===== src/sv/mmc3bm_pkg.sv =====
`timescale 1ns / 1ps
// ----------------------------------------------------------------------------
// mmc3bm_pkg
// Shared types and constants for the MMC3-style bank mapper core.
// ----------------------------------------------------------------------------
package mmc3bm_pkg;

  // Kind of request carried in the action field.
  typedef enum logic [1:0] {
    ACT_WRITE = 2'd0,
    ACT_PRG   = 2'd1,
    ACT_CHR   = 2'd2,
    ACT_NONE  = 2'd3
  } action_t;

  // Configuration register indexes.
  localparam logic CFG_HAS_WRAM    = 1'b0;
  localparam logic CFG_FOUR_SCREEN = 1'b1;

  localparam int CFG_INDEX_W = 1;
  localparam int CFG_DATA_W  = 1;

  // Field widths.
  localparam int ACTION_W  = 2;
  localparam int ADDRESS_W = 16;
  localparam int DATA_W    = 8;
  localparam int BANK_W    = 8;
  localparam int PRG_W     = 6;

  localparam int IN_TDATA_W  = 32;
  localparam int OUT_TDATA_W = 16;

  // CPU write decode: address bits 15..13.
  localparam logic [2:0] REGION_BANK = 3'b100;  // 0x8000-0x9FFF
  localparam logic [2:0] REGION_MIRR = 3'b101;  // 0xA000-0xBFFF

  // Fixed PRG banks: FIXED_LOW fills slot 2 or 0, FIXED_HIGH fills slot 3.
  localparam logic [PRG_W-1:0] FIXED_LOW  = 6'h3E;
  localparam logic [PRG_W-1:0] FIXED_HIGH = 6'h3F;

  localparam logic [DATA_W-1:0] CHR_EVEN_MASK = 8'hFE;
  localparam logic [DATA_W-1:0] CHR_ODD_SET   = 8'h01;

endpackage


===== src/sv/mmc3_style_bank_mapper_core.sv =====
`timescale 1ns / 1ps
// ----------------------------------------------------------------------------
// mmc3_style_bank_mapper_core
// MMC3-style PRG/CHR bank switching with mirroring and work RAM control.
// ----------------------------------------------------------------------------
//
//  Channel   Direction  Content
//  --------  ---------  ------------------------------------------------------
//  s_*       in         request: action, address, write data
//  m_*       out        result: bank, mirroring, work RAM read/write rights
//  cfg_*     in         register write: has_wram (0), four_screen (1)
//
// One request is taken per clock while the result port is not stalled.
// Decode, register update and bank lookup are a single level of logic in
// front of the result register, so a result appears on the cycle after its
// request is accepted. The single result register is the only buffer:
// s_tready is high whenever that register is empty or is being emptied in
// the same cycle. Reset (synchronous, active high) restores all mapper
// registers to their power-on values and empties the result register.
//
module mmc3_style_bank_mapper_core (
  input  logic                                     clk,
  input  logic                                     rst,
  input  logic                                     s_tvalid,
  output logic                                     s_tready,
  // [1:0] action, [17:2] address, [25:18] data, [31:26] zero
  input  logic [mmc3bm_pkg::IN_TDATA_W-1:0]        s_tdata,
  output logic                                     m_tvalid,
  input  logic                                     m_tready,
  // [7:0] bank, [8] mirror_horizontal, [9] wram_readable,
  // [10] wram_writable, [15:11] zero
  output logic [mmc3bm_pkg::OUT_TDATA_W-1:0]       m_tdata,
  input  logic                                     cfg_write,
  input  logic [mmc3bm_pkg::CFG_INDEX_W-1:0]       cfg_index,
  input  logic [mmc3bm_pkg::CFG_DATA_W-1:0]        cfg_data
);

  localparam int BW = mmc3bm_pkg::BANK_W;
  localparam int PW = mmc3bm_pkg::PRG_W;
  localparam int DW = mmc3bm_pkg::DATA_W;

  // Unpacked request fields.
  mmc3bm_pkg::action_t                 action;
  logic [mmc3bm_pkg::ADDRESS_W-1:0]    address;
  logic [DW-1:0]                       data;

  assign action  = mmc3bm_pkg::action_t'(s_tdata[1:0]);
  assign address = s_tdata[17:2];
  assign data    = s_tdata[25:18];

  // Mapper state.
  logic          has_wram;
  logic          four_screen;
  logic [7:0]    bank_select;
  logic [7:0]    wram_control;
  logic [PW-1:0] prg_banks [2];
  logic [BW-1:0] chr_banks [8];
  logic          mirroring;

  logic [7:0]    bank_select_next;
  logic [7:0]    wram_control_next;
  logic [PW-1:0] prg_banks_next [2];
  logic [BW-1:0] chr_banks_next [8];
  logic          mirroring_next;

  // Result register.
  logic [BW-1:0] bank;
  logic          mirror_horizontal;
  logic          wram_readable;
  logic          wram_writable;
  logic [BW-1:0] bank_next;

  logic          accept;
  logic [2:0]    target;
  logic [1:0]    prg_slot;
  logic [2:0]    chr_slot;

  assign s_tready = !m_tvalid || m_tready;
  assign accept   = s_tvalid && s_tready;
  assign target   = bank_select[2:0];

  // Register update for a CPU write. Lookups leave the state alone.
  always_comb begin
    bank_select_next  = bank_select;
    wram_control_next = wram_control;
    prg_banks_next    = prg_banks;
    chr_banks_next    = chr_banks;
    mirroring_next    = mirroring;
    if (action == mmc3bm_pkg::ACT_WRITE) begin
      if (address[15:13] == mmc3bm_pkg::REGION_BANK) begin
        if (address[0]) begin
          // Odd address: load the bank register chosen by the target index.
          unique case (target)
            3'd0, 3'd1: begin
              // 2K CHR pair: even half and odd half of the written bank.
              chr_banks_next[{1'b0, target[0], 1'b0}] = data & mmc3bm_pkg::CHR_EVEN_MASK;
              chr_banks_next[{1'b0, target[0], 1'b1}] = data | mmc3bm_pkg::CHR_ODD_SET;
            end
            3'd2, 3'd3, 3'd4, 3'd5: begin
              chr_banks_next[target + 3'd2] = data;
            end
            default: begin
              prg_banks_next[target[0]] = data[PW-1:0];
            end
          endcase
        end else begin
          bank_select_next = data;
        end
      end else if (address[15:13] == mmc3bm_pkg::REGION_MIRR) begin
        if (address[0]) begin
          wram_control_next = data;
        end else if (!four_screen) begin
          mirroring_next = data[0];
        end
      end
    end
  end

  // Bank lookup against the current registers.
  assign prg_slot = address[14:13];
  assign chr_slot = address[12:10] ^ {bank_select[7], 2'b00};

  always_comb begin
    bank_next = '0;
    unique case (action)
      mmc3bm_pkg::ACT_PRG: begin
        unique case (prg_slot)
          2'd0: bank_next = {2'b00, bank_select[6] ? mmc3bm_pkg::FIXED_LOW : prg_banks[0]};
          2'd1: bank_next = {2'b00, prg_banks[1]};
          2'd2: bank_next = {2'b00, bank_select[6] ? prg_banks[0] : mmc3bm_pkg::FIXED_LOW};
          default: bank_next = {2'b00, mmc3bm_pkg::FIXED_HIGH};
        endcase
      end
      mmc3bm_pkg::ACT_CHR: begin
        bank_next = chr_banks[chr_slot];
      end
      default: begin
        bank_next = '0;
      end
    endcase
  end

  // Configuration registers.
  always_ff @(posedge clk) begin
    if (rst) begin
      has_wram    <= 1'b1;
      four_screen <= 1'b0;
    end else if (cfg_write) begin
      unique case (cfg_index)
        mmc3bm_pkg::CFG_HAS_WRAM:    has_wram    <= cfg_data[0];
        mmc3bm_pkg::CFG_FOUR_SCREEN: four_screen <= cfg_data[0];
        default: ;
      endcase
    end
  end

  // Mapper registers.
  always_ff @(posedge clk) begin
    if (rst) begin
      bank_select  <= '0;
      wram_control <= '0;
      prg_banks[0] <= PW'(0);
      prg_banks[1] <= PW'(1);
      for (int i = 0; i < 8; i++) begin
        chr_banks[i] <= BW'(i);
      end
      mirroring    <= 1'b0;
    end else if (accept) begin
      bank_select  <= bank_select_next;
      wram_control <= wram_control_next;
      prg_banks    <= prg_banks_next;
      chr_banks    <= chr_banks_next;
      mirroring    <= mirroring_next;
    end
  end

  // Result register; status fields report the state after the request.
  always_ff @(posedge clk) begin
    if (rst) begin
      m_tvalid <= 1'b0;
    end else if (s_tready) begin
      m_tvalid <= s_tvalid;
    end
  end

  always_ff @(posedge clk) begin
    if (accept) begin
      bank              <= bank_next;
      mirror_horizontal <= mirroring_next;
      wram_readable     <= wram_control_next[7];
      wram_writable     <= wram_control_next[7] && !wram_control_next[6] && has_wram;
    end
  end

  assign m_tdata = {5'b00000, wram_writable, wram_readable, mirror_horizontal, bank};

endmodule


===== config.mk =====
export PLATFORM = sky130hd
export DESIGN_NAME = mmc3_style_bank_mapper_core
export DESIGN_NICKNAME = d
export VERILOG_FILES = /design/src/sv/mmc3bm_pkg.sv /design/src/sv/mmc3_style_bank_mapper_core.sv
export SDC_FILE = /design/constraint.sdc
export NUM_CORES = 1
export LEC_CHECK = 0
export BUFFER_PORTS_ARGS = -buffer_cell sky130_fd_sc_hd__buf_2
export CORE_UTILIZATION = 35
export DETAILED_ROUTE_END_ITERATION = 10
export GPL_TIMING_DRIVEN = 0
export MAX_ROUTING_LAYER = met4
export SYNTH_ARGS = -nofsm -noshare
export SYNTH_HDL_FRONTEND = slang
export SYNTH_SLANG_ARGS = --single-unit

===== constraint.sdc =====
create_clock -name clk -period 2.3 [get_ports clk]
set_clock_uncertainty 0.15 [all_clocks]
set_input_delay 0.46 -clock clk [delete_from_list [all_inputs] [get_ports clk]]
set_output_delay 0.46 -clock clk [all_outputs]
set_load 0.1 [all_outputs]

* After elaboration in Yosys (flattened, before gate mapping)
Cells that the tools add are included.
** Operators by class
- Mux-type cells :: 29
- $lt $le $gt $ge :: 9
- $add $sub $neg :: 1
- Reductions and logical operators :: 23
- Bitwise logic cells :: 10
- Equality and inequality tests :: 11
** Operators by type and width (count)
- bitwise mux 64 bit :: 3
- one-hot mux 64 bit (2 select lines) :: 1
- demux 8 bit (select 3 bit) :: 3
- 2-to-1 mux 8 bit :: 9
- binary-select mux 8 bit (select 3 bit) :: 1
- 2-to-1 mux 6 bit :: 3
- one-hot mux 6 bit (3 select lines) :: 1
- >= comparator 4 bit (second input constant) :: 4
- one-hot mux 8 bit (2 select lines) :: 1
- AND reduction 5 bit :: 3
- bitwise mux 12 bit :: 1
- equality test 3 bit (second input constant) :: 4
- < comparator 4 x 1 -> 1 bit (second input constant) :: 3
- NOT 2 -> 4 bit :: 2
- NOT 3 -> 4 bit :: 2
- logical AND 1 bit :: 7
- demux 6 bit (select 1 bit) :: 1
- equality test 3 x 2 -> 1 bit (second input constant) :: 2
- OR reduction 6 bit :: 1
- 2-to-1 mux 1 bit :: 5
- equality test 2 x 1 -> 1 bit (second input constant) :: 2
- equality test 2 bit (second input constant) :: 2
- zero test 2 bit :: 2
- NOT 1 bit :: 4
- 14 further kinds :: 16
** Word-level totals
- Output and inout bits :: 18
- Logic and storage cells :: 104
- Bits in registers :: 107
- Input bits :: 39

* Depth between registers and ports, before layout
Gate-level depths: netlist of the first run.
- Depth after elaboration :: 8
- Mapped depth :: 8
- Gate-level depth less buffers :: 6

* Worst setup path after synthesis of the first run
No wires, ideal clock.
- Kind :: register -> register
- Start :: register m_tvalid
- End :: register chr_banks[52] in the netlist's numbering
- Data required time :: 2080 ps
- Library setup time :: 70 ps
- Cell stages (with the launch flop) :: 7
- Period minus slack after synthesis :: 2748 ps
- Path buffers :: 1
- Arrival time :: 2528 ps
- Setup slack :: -448 ps
- Cells stage by stage :: dfxtp_1 -> nor2b_1 -> inv_1 -> nand3_1 -> clkbuf_1 -> o21ai_0 -> a21oi_1
** On the way
- Cells in the longest elaborated chain, start to end :: 4
** RTL lines
- start, declared :: RTL line mmc3_style_bank_mapper_core.sv:28 : output logic m_tvalid,
- start signal, assigned :: RTL line mmc3_style_bank_mapper_core.sv:182 : m_tvalid <= s_tvalid;
- zero test 1 bit :: RTL line mmc3_style_bank_mapper_core.sv:78 : assign s_tready = !m_tvalid || m_tready;
- logical OR 1 bit :: RTL line mmc3_style_bank_mapper_core.sv:78
- named net s_tready :: RTL line mmc3_style_bank_mapper_core.sv:25 : output logic s_tready,
- logical AND 1 bit :: RTL line mmc3_style_bank_mapper_core.sv:79 : assign accept = s_tvalid && s_tready;
- AND reduction 5 bit (no line)
- end signal, assigned by index :: RTL line mmc3_style_bank_mapper_core.sv:165 : chr_banks[i] <= BW'(i);
- end signal, assigned :: RTL line mmc3_style_bank_mapper_core.sv:172 : chr_banks <= chr_banks_next;
- end, declared :: RTL line mmc3_style_bank_mapper_core.sv:57 : logic [BW-1:0] chr_banks [8];
The timed path passes the listed nets, and every way through them passes these cells.
A chain may end at the register's enable or synchronous reset.

* Final worst setup path of the first run
- Start :: input port s_tdata[0] in the netlist's numbering
- End :: register chr_banks[19] in the netlist's numbering
** On the way
- Cells in the longest elaborated chain, start to end :: 2
** RTL lines
- start, declared :: RTL line mmc3_style_bank_mapper_core.sv:27 : input logic [mmc3bm_pkg::IN_TDATA_W-1:0] s_tdata,
- zero test 2 bit :: RTL line mmc3_style_bank_mapper_core.sv:89 : if (action == mmc3bm_pkg::ACT_WRITE) begin
- AND reduction 5 bit (no line)
Every way passes these cells.

==> results.yml, run 1 <==
pwr:
  sw_frac_of_total_pct: 28.4
  p_int_mw: 2.60
  clkPwrFrac_pct: 40.9
  power.total_mw: 3.64
  vdd_drop_max_uv: 278
  power_density_mw_per_mm2: 684
  power.leakage_nw: 2.22
  power_frac_comb_pct: 10.9
  p_switching_mw: 1.03
  p_seq_share_pct: 48.1
clock_tree:
  cts_max_path_buffers: 2
  cts.sinks: 98
  clk_pin_slew_worst_paths_ps: 70
  clockRootBuffer: "clkbuf_16"
  holdBufCountCts: 0
  clk_latency_ps: 360
  numCtsBuffers: 9
  cts_tree: "done"
  htree_levels: 3
setup_path:
  crit_path_top_delay_cell: "nor4b_4"
  rr_startpoint: "bank_select[7]"
  worstPathArrival_ps: 2240
  path_common_cell: "buf_4"
  path_cells: "buf_2 > inv_1 > ha_1 > nand3_1 > nor4b_4 > buf_4 > buf_4 > nand4b_1 > clkbuf_2 > mux2i_1"
  rrSetupSlack_ps: 180
  reg2reg_depth: 5
  end_kind: "flip-flop"
  critical_path_class: "in2reg"
  cp.required_ps: 2370
  cpPeakStageDelay_ps: 310
  timing.critical_path.fanout_max: 8
  start_kind: "input port"
  rr_endpoint: "bank[1]"
die:
  dieWidth_um: 117
  start_util_pct: 36.1
  core_area_mm2: 0.0127
  placementRows: 41
  io_pins: 57
  die_h_um: 117
  die-area_mm2: 0.0136
cells_and_area:
  num_antenna_cells: 0
  layout-drive-gt1-share_pct: 19.0
  layout_common_cells: "dfxtp_1 (86), mux2i_1 (73), nand2b_1 (56), buf_2 (36), nor2_1 (27)"
  nets: 538
  fill_cells: 1296
  final_common_cell: "dfxtp_1"
  final_design_area_no_fill_mm2: 0.00532
  syn_to_final_growth_pct: 15.8
synthesis:
  ys_seq_area_share_pct: 45.1
  ys.flop_type: "dfxtp_1"
  async_reset_ff_share_pct: 0
  syn_area_per_cell_um2: 10.3
  syn-cell-area_mm2: 0.00459
  netlist_instances: 445
  ys_seq_elements: 98
  yosys_warnings: 0
  synth_edf_count: 11
  yosysUniqueCellTypes: 53
placement:
  pre_cts_slack_ps: -295
  post-dp-hpwl_um: 8770
  post_dp_cell_area_mm2: 0.00501
  gp_congestion: 0.829
  io_buffers: 34
sta:
  fin_setup_tns_ps: 0
  fmax_mhz: 461
  finalSetupViolCount: 0
  fin_ws_ps: 132
  drv_slew: 0
  fin_crit_ps: 2170
  worst_pin_slew_ps: 755
  rsz0062_at_grt: "no"
  slew_headroom_pct: 49.5
  hold_viol: 0
  fin_crit_sh_pct: 94.3
routing:
  antenna_left: 0
  routedWlPerCell_um: 17.9
  wirelength_um: 12000
  drt_pass1_iterations: 4
  vias: 3443
  drc: 0
  via_per_inst: 5.12
  drtIter0Drc: 237
min_path:
  hold_start: "cfg_data"
  hold_path.class: "in2reg"
  worstHoldEndpoint: "has_wram"
  min_path_cells: 2
flow_run:
  drv_cap: 0
status:
  status: "complete, no violations"
grt:
  grt_overflow: 0
  grt_pass1_vias: 3370
  grt_max_degree: 19
  grt_first_pass_wirelength_um: 19100
  grt_use_total_pct: 19.7
  antenna_found_initial: 0
synth_stat cells (5+ instances only):
| library cell | count | area [um^2] |
|---|---|---|
| nor2_1 | 27 | 101 |
| a32o_1 | 6 | 60.1 |
| clkbuf_1 | 20 | 75.1 |
| buf_4 | 10 | 75.1 |
| nand4b_1 | 10 | 87.6 |
| dfxtp_1 | 87 | 1740 |
| nand2_1 | 23 | 86.3 |
| nand2b_1 | 56 | 350 |
| mux2_2 | 11 | 124 |
| edfxtp_1 | 11 | 330 |
| mux2i_1 | 73 | 731 |
| a21oi_1 | 19 | 95.1 |
| o221ai_1 | 5 | 43.8 |
| o31ai_1 | 5 | 37.5 |
| o22ai_1 | 5 | 31.3 |
| o21ai_0 | 16 | 80.1 |
worst max-delay path, delay by kind of cell:
family	cells	cell delay (ps)
buffers and inverters	5	760
AND/OR/NAND/NOR	3	630
adder cells (fa/ha/maj)	1	190
multiplexers	1	180
flip-flops by register name, indices dropped and copies added, names as in the netlist, 2 cells and up:
signal and count:
bank_select 5, chr_banks 64, wram_control 2, bank 8
prg_banks 12
worst max path at each step:
stage / slack (ps) / cells after the start / from / end
floorplan: 80 / 5 / m_tvalid / bank_select[0]
global placement: -250 / 8 / s_tdata[0] / chr_banks[7]
detailed placement: -300 / 8 / s_tdata[0] / chr_banks[5]
CTS: 40 / 8 / s_tdata[0] / chr_banks[16]
global route: 20 / 10 / s_tdata[1] / chr_banks[16]
finish: 130 / 10 / s_tdata[0] / chr_banks[19]
what timing repair did:
item,in CTS,in global routing
endpoints found under the setup margin,0,34
gates resized for setup,0,6
buffers inserted,0,2
cell families (layout without fill, tap and decap cells):
family                     Yosys count  in the layout  synth area share [%]
AOI/OAI and AO/OA                   62             62                  8.58
adders and majority gates            3              3                 0.817
xor gates and xnor gates             2              2                 0.708
other                                1              5                0.0816
buffers and inverters               44             96                  4.82
DFF                                 98             98                  45.1
muxes                               89             89                  20.8
and+or+nand+nor                    146            146                  19.1
power by group through the flow:
stage	combinational (mW)	clock, mW	sequential, mW
global route	0.423	1.57	1.75
CTS	0.398	1.49	1.75
detailed placement	0.397	0	1.79
finish	0.398	1.49	1.75
floorplan	0.213	0	1.87
global placement	0.393	0	1.79
per-layer routing:
| metal | global-route usage (%) | up-vias | share of wire [%] |
|---|---|---|---|
| met4 | 6.84 | 0 | 1.5 |
| li1 | - | 1676 | - |
| met5 | - | - | 0 |
| met2 | 29.6 | 69 | 44 |
| met1 | 26.8 | 1684 | 50 |
| met3 | 3.06 | 14 | 3.7 |
area by class of cell:
cell class / count / area (um^2) / area share, %
clock buffer: 9 / 225 / 4.24
clock inverter: 7 / 61.3 / 1.15
tap: 172 / 215 / 4.05
buffer: 39 / 205 / 3.86
multi-input combinational: 307 / 2330 / 43.8
inverter: 5 / 22.5 / 0.424
timing repair buffer: 36 / 185 / 3.48
sequential: 98 / 2080 / 39.0
metrics by stage:
| stage | utilization, % | instances | hold slack [ps] |
|---|---|---|---|
| 2_1_floorplan | - | 449 | 265 |
| 3_3_place_gp | 39.4 | 655 | 279 |
| 3_5_place_dp | 39.4 | 655 | 284 |
| 4_1_cts | 41.7 | 671 | 183 |
| 5_1_grt | 41.8 | 673 | 189 |
| 6_report | 41.8 | 673 | 182 |
(Power assumes the default switching activity.)
==> inputs of run 2 (changes only) <==
--- a/config.mk
+++ b/config.mk
@@ -8,7 +8,6 @@
 export BUFFER_PORTS_ARGS = -buffer_cell sky130_fd_sc_hd__buf_2
 export CORE_UTILIZATION = 35
 export DETAILED_ROUTE_END_ITERATION = 10
-export GPL_TIMING_DRIVEN = 0
 export MAX_ROUTING_LAYER = met4
 export SYNTH_ARGS = -nofsm -noshare
 export SYNTH_HDL_FRONTEND = slang
==> run 2 against run 1 <==
  * Register-to-register slack better by 310 ps
  * Sequential share of layout area is 0.14 points lower
  * Worst hold slack improved by 28 ps
  * Power is 0.56% higher
  * Critical endpoint is now s_tready
==> results.yml, run 2 (synthesized netlist as in run 1, its figures left out) <==
pwr:
  power.total_mw: 3.66
  vdd_drop_max_uv: 341
  power_density_mw_per_mm2: 686
  power.leakage_nw: 2.24
cells_and_area:
  ff_latch_area_mm2: 0.00208
  largest_reg_flops: 64
  multiInputGateArea_mm2: 0.00233
  top_regs: "chr_banks: 64 flops, prg_banks: 12 flops, bank: 8 flops"
  syn_to_final_growth_pct: 16.2
  fill_cells: 1256
  post-route-util_pct: 41.9
  post_layout_nonfiller_instances: 656
  nets: 521
  layout-drive-gt1-share_pct: 20.7
  final_design_area_no_fill_mm2: 0.00534
  regMostFlops: "chr_banks"
  num_antenna_cells: 0
  final_common_cell: "dfxtp_1"
  layout_common_cells: "dfxtp_1 (86), mux2i_1 (73), nand2b_1 (56), buf_2 (36), nor2_1 (27)"
min_path:
  hold_path.class: "in2reg"
  hold_start: "cfg_data"
die:
  start_util_pct: 36.1
  dieWidth_um: 117
  die-area_mm2: 0.0136
  placementRows: 41
  io_pins: 57
  die_h_um: 117
  core_area_mm2: 0.0127
sta:
  fin_setup_tns_ps: 0
  fin_crit_ps: 1970
  drv_slew: 0
  worst_pin_slew_ps: 645
  holdWs_ps: 210
  hold_viol: 0
  fin_ws_ps: 327
  slew_headroom_pct: 57.0
  finalSetupViolCount: 0
  rsz0062_at_grt: "no"
  fin_crit_sh_pct: 85.8
  fmax_mhz: 507
grt:
  grt_overflow: 0
  antenna_found_initial: 0
  grt_use_total_pct: 18.2
  grt_max_degree: 38
  grt_first_pass_wirelength_um: 17800
  grt_pass1_vias: 3310
setup_path:
  critical_path_class: "reg2out"
  cp-endpoint: "s_tready"
  worstPathArrival_ps: 1360
  rr_startpoint: "bank_select[7]"
  rrSetupSlack_ps: 490
  rr_endpoint: "bank[2]"
  start_kind: "flip-flop"
  cpPeakStageDelay_ps: 340
  path_cells: "nor2b_4 > clkinvlp_4 > buf_2"
  timing.critical_path.fanout_max: 6
  worstSetupStartpoint: "m_tvalid"
  cp.required_ps: 1690
  end_kind: "primary output"
  crit_path_top_delay_cell: "dfxtp_4"
  reg2reg_depth: 5
clock_tree:
  cts_tree: "done"
  cts_max_path_buffers: 2
  clk_latency_ps: 340
  cts_resized: 0
  clockRootBuffer: "clkbuf_16"
  numCtsBuffers: 9
  holdBufCountCts: 0
  htree_levels: 3
  clk_pin_slew_worst_paths_ps: 70
  post_cts_buffers: 0
  cts.sinks: 98
placement:
  post_dp_cell_area_mm2: 0.00504
  io_buffers: 36
  pre_cts_slack_ps: -24.6
  gp_congestion: 0.758
  dpl.cell_count: 640
  post-dp-hpwl_um: 7940
routing:
  via_per_inst: 5.13
  drc: 0
  vias: 3366
  routedWlPerCell_um: 17.1
  antenna_left: 0
  wirelength_um: 11200
  drt_pass1_iterations: 4
  drtIter0Drc: 153
flow_run:
  drv_cap: 0
status:
  status: "complete, no violations"
## run 2: cell types whose count changed in the layout (fill, tap and decap cells not counted), sizes merged
cell	previous run	this run
buf	54	58
inv	8	10
clkinvlp	2	1
clkbuf	30	10
clkinv	2	0
## run 2: worst min-delay path by stage
stage               endpoint  slack [ps]  cells after the start
2_1_floorplan  chr_banks[48]         260                      1
3_3_place_gp   chr_banks[48]         280                      1
3_5_place_dp   chr_banks[48]         280                      1
4_1_cts             has_wram         200                      2
5_1_grt             has_wram         220                      2
6_report            has_wram         210                      2
## run 2: power breakdown
part           switching (mW)  internal [mW]
clock                   0.692          0.821
sequential            0.00589           1.75
combinational           0.288          0.106
## run 2: area by class of cell
| type | count | share of cell area, % |
|---|---|---|
| Clock buffer | 10 | 4.69 |
| Multi-Input combinational cell | 307 | 43.6 |
| Sequential cell | 98 | 38.9 |
| Timing Repair Buffer | 58 | 7.41 |
| Tap cell | 172 | 4.03 |
| Inverter | 5 | 0.422 |
| Clock inverter | 6 | 0.938 |
## run 2: critical path: cells and delay by family (launching register included)
| family | cells | cell delay (ps) |
|---|---|---|
| buf+inv | 2 | 490 |
| simple gates | 1 | 200 |
| flops | 1 | 340 |
## run 2: routing by layer
metal / global-route usage, % / wire length (um) / vias to the layer above
met5: - / 0 / -
met4: 4.98 / 140 / 0
met3: 3.11 / 677 / 6
met2: 28.7 / 5240 / 79
met1: 24.0 / 5170 / 1635
li1: - / - / 1646
==> inputs of run 3 (changes only) <==
--- a/config.mk
+++ b/config.mk
@@ -6,9 +6,12 @@
 export NUM_CORES = 1
 export LEC_CHECK = 0
 export BUFFER_PORTS_ARGS = -buffer_cell sky130_fd_sc_hd__buf_2
+export CELL_PAD_IN_SITES_DETAIL_PLACEMENT = 0
+export CELL_PAD_IN_SITES_GLOBAL_PLACEMENT = 1
 export CORE_UTILIZATION = 35
 export DETAILED_ROUTE_END_ITERATION = 10
 export MAX_ROUTING_LAYER = met4
+export PLACE_DENSITY_LB_ADDON = 0.1
 export SYNTH_ARGS = -nofsm -noshare
 export SYNTH_HDL_FRONTEND = slang
 export SYNTH_SLANG_ARGS = --single-unit
==> constraint.sdc (replaced) <==
create_clock -name clk -period 2.4 [get_ports clk]
set_clock_uncertainty 0.15 [all_clocks]
set_input_delay 0.48 -clock clk [delete_from_list [all_inputs] [get_ports clk]]
set_output_delay 0.48 -clock clk [all_outputs]
set_load 0.1 [all_outputs]
==> run 3 against run 2 <==
  * Via count decreased by 0.30%
  * Register-to-register slack better by 70 ps
  * Clock-buffer cell count increased by 4
  * Power decreased by 3.5%
  * Clock power down 3%
  * Largest power group unchanged
  * Flip-flop and latch count stayed put
  * Global-route usage grew 1.9 points
  * Non-clock buffer count stayed put
  * Combinational power decreased by 4%
  * Design area decreased by 0.45%
  * Worst hold slack lost 1.0 ps
==> results.yml, run 3 (synthesized netlist as in run 1, its figures left out) <==
status:
  status: "complete, no violations"
sta:
  finalSetupViolCount: 0
  fin_setup_tns_ps: 0
  holdWs_ps: 209
  slew_headroom_pct: 59.5
  fin_crit_sh_pct: 87.9
  fin_crit_ps: 2110
  hold_viol: 0
  rsz0062_at_grt: "no"
  drv_slew: 0
  fmax_mhz: 474
  worst_pin_slew_ps: 606
grt:
  grt_pass1_vias: 3363
  grt_overflow: 0
  antenna_found_initial: 0
  grt_max_degree: 29
  grt_use_total_pct: 20.1
  grt_first_pass_wirelength_um: 19100
setup_path:
  start_kind: "flip-flop"
  crit_path_top_delay_cell: "dfxtp_4"
  rr_startpoint: "bank_select[7]"
  worstSetupStartpoint: "m_tvalid"
  cpPeakStageDelay_ps: 340
  worstPathArrival_ps: 1480
  cp.required_ps: 1770
  timing.critical_path.fanout_max: 6
  crit_family: "buffers and inverters"
  critical_path_class: "reg2out"
  cp_num_buf_inv: 2
  path_cells: "nor2b_2 > clkinvlp_4 > buf_2"
  end_kind: "primary output"
pwr:
  vdd_drop_max_uv: 552
  power.leakage_nw: 2.23
  power.total_mw: 3.53
  power_density_mw_per_mm2: 665
routing:
  drc: 0
  wl_met3_um: 412
  vias: 3356
  drt_pass1_iterations: 4
  routedWlPerCell_um: 18.2
  met1Wirelength_um: 5990
  via_per_inst: 5.12
  antenna_left: 0
  drtIter0Drc: 185
  wl_met2_um: 5370
  wirelength_um: 11900
  routed.top_layer: "met4"
cells_and_area:
  layout_common_cells: "dfxtp_1 (86), mux2i_1 (73), nand2b_1 (56), buf_2 (36), nor2_1 (27)"
  fill_cells: 1271
  final_common_cell: "dfxtp_1"
  syn_to_final_growth_pct: 15.7
  nets: 521
  post_layout_nonfiller_instances: 656
  num_antenna_cells: 0
  layout-drive-gt1-share_pct: 19.8
  top_regs: "chr_banks: 64 flops, prg_banks: 12 flops, bank: 8 flops"
  multiInputGateArea_mm2: 0.00232
  regMostFlops: "chr_banks"
  largest_reg_flops: 64
  ff_latch_area_mm2: 0.00208
clock_tree:
  cts_tree: "done"
  post_cts_buffers: 0
  cts_max_path_buffers: 2
  clockRootBuffer: "clkbuf_16"
  numCtsBuffers: 9
  holdBufCountCts: 0
  htree_levels: 3
  clk_pin_slew_worst_paths_ps: 70
  cts.sinks: 98
  cts_resized: 0
  clk_latency_ps: 350
placement:
  io_buffers: 36
  gp_congestion: 0.731
  post-dp-hpwl_um: 8320
  dpl.cell_count: 640
die:
  placementRows: 41
  die_h_um: 117
  dieWidth_um: 117
  die-area_mm2: 0.0136
  core_area_mm2: 0.0127
  start_util_pct: 36.1
  io_pins: 57
min_path:
  hold_start: "cfg_data"
  hold_path.class: "in2reg"
flow_run:
  drv_cap: 0
-- run 3: changes by cell type in the layout (fill, tap and decap cells not counted), sizes merged --
| cell | change |
|---|---|
| inv | -6 |
| clkbuf | +4 |
| bufinv | +1 |
| clkinv | +1 |
-- run 3: worst reg2reg max path, stage by stage (launching register included) --
cell and delay, ps:
dfxtp_1 450, xnor2_2 170, buf_12 190, nand2_1 80
a32o_1 270, o31ai_1 320
-- run 3: path summary, 6_finish.rpt --
| check | endpoint | slack [ps] | depth (start not counted) |
|---|---|---|---|
| worst max-delay path | s_tready | 290 | 3 |
| worst min-delay path | has_wram | 210 | 2 |
| worst max register to register | bank[2] | 560 | 5 |
| worst min register to register | chr_banks[32] | 300 | 1 |
-- run 3: layer usage --
metal / track usage (%) / up-vias
met3: 4.20 / 13
met4: 6.08 / 0
met1: 26.7 / 1637
met2: 30.8 / 71
met5: - / -
li1: - / 1635
-- run 3: final cells by class --
| type | instances | area share [%] |
|---|---|---|
| inverter | 5 | 0.424 |
| multi-input combinational | 307 | 43.6 |
| sequential | 98 | 39.1 |
| tap | 172 | 4.05 |
| timing repair buffer | 58 | 7.21 |
| clock inverter | 2 | 0.659 |
| clock buffer | 14 | 4.97 |
-- run 3: power breakdown --
part	switching, mW	internal, mW	leakage (nW)
Clock	0.609	0.865	0.147
Combinational	0.280	0.0989	1.27
Sequential	0.00541	1.67	0.813
Total	0.894	2.64	2.23
-- run 3: per-stage QoR --
step / area [um^2] / util, % / setup slack, ps
3_5_place_dp: 5010 / 39.4 / -52.2
2_1_floorplan: 4620 / - / 51.1
6_report: 5310 / 41.8 / 290
3_3_place_gp: 5010 / 39.4 / -30.0
5_1_grt: 5310 / 41.8 / 144
4_1_cts: 5310 / 41.8 / 272
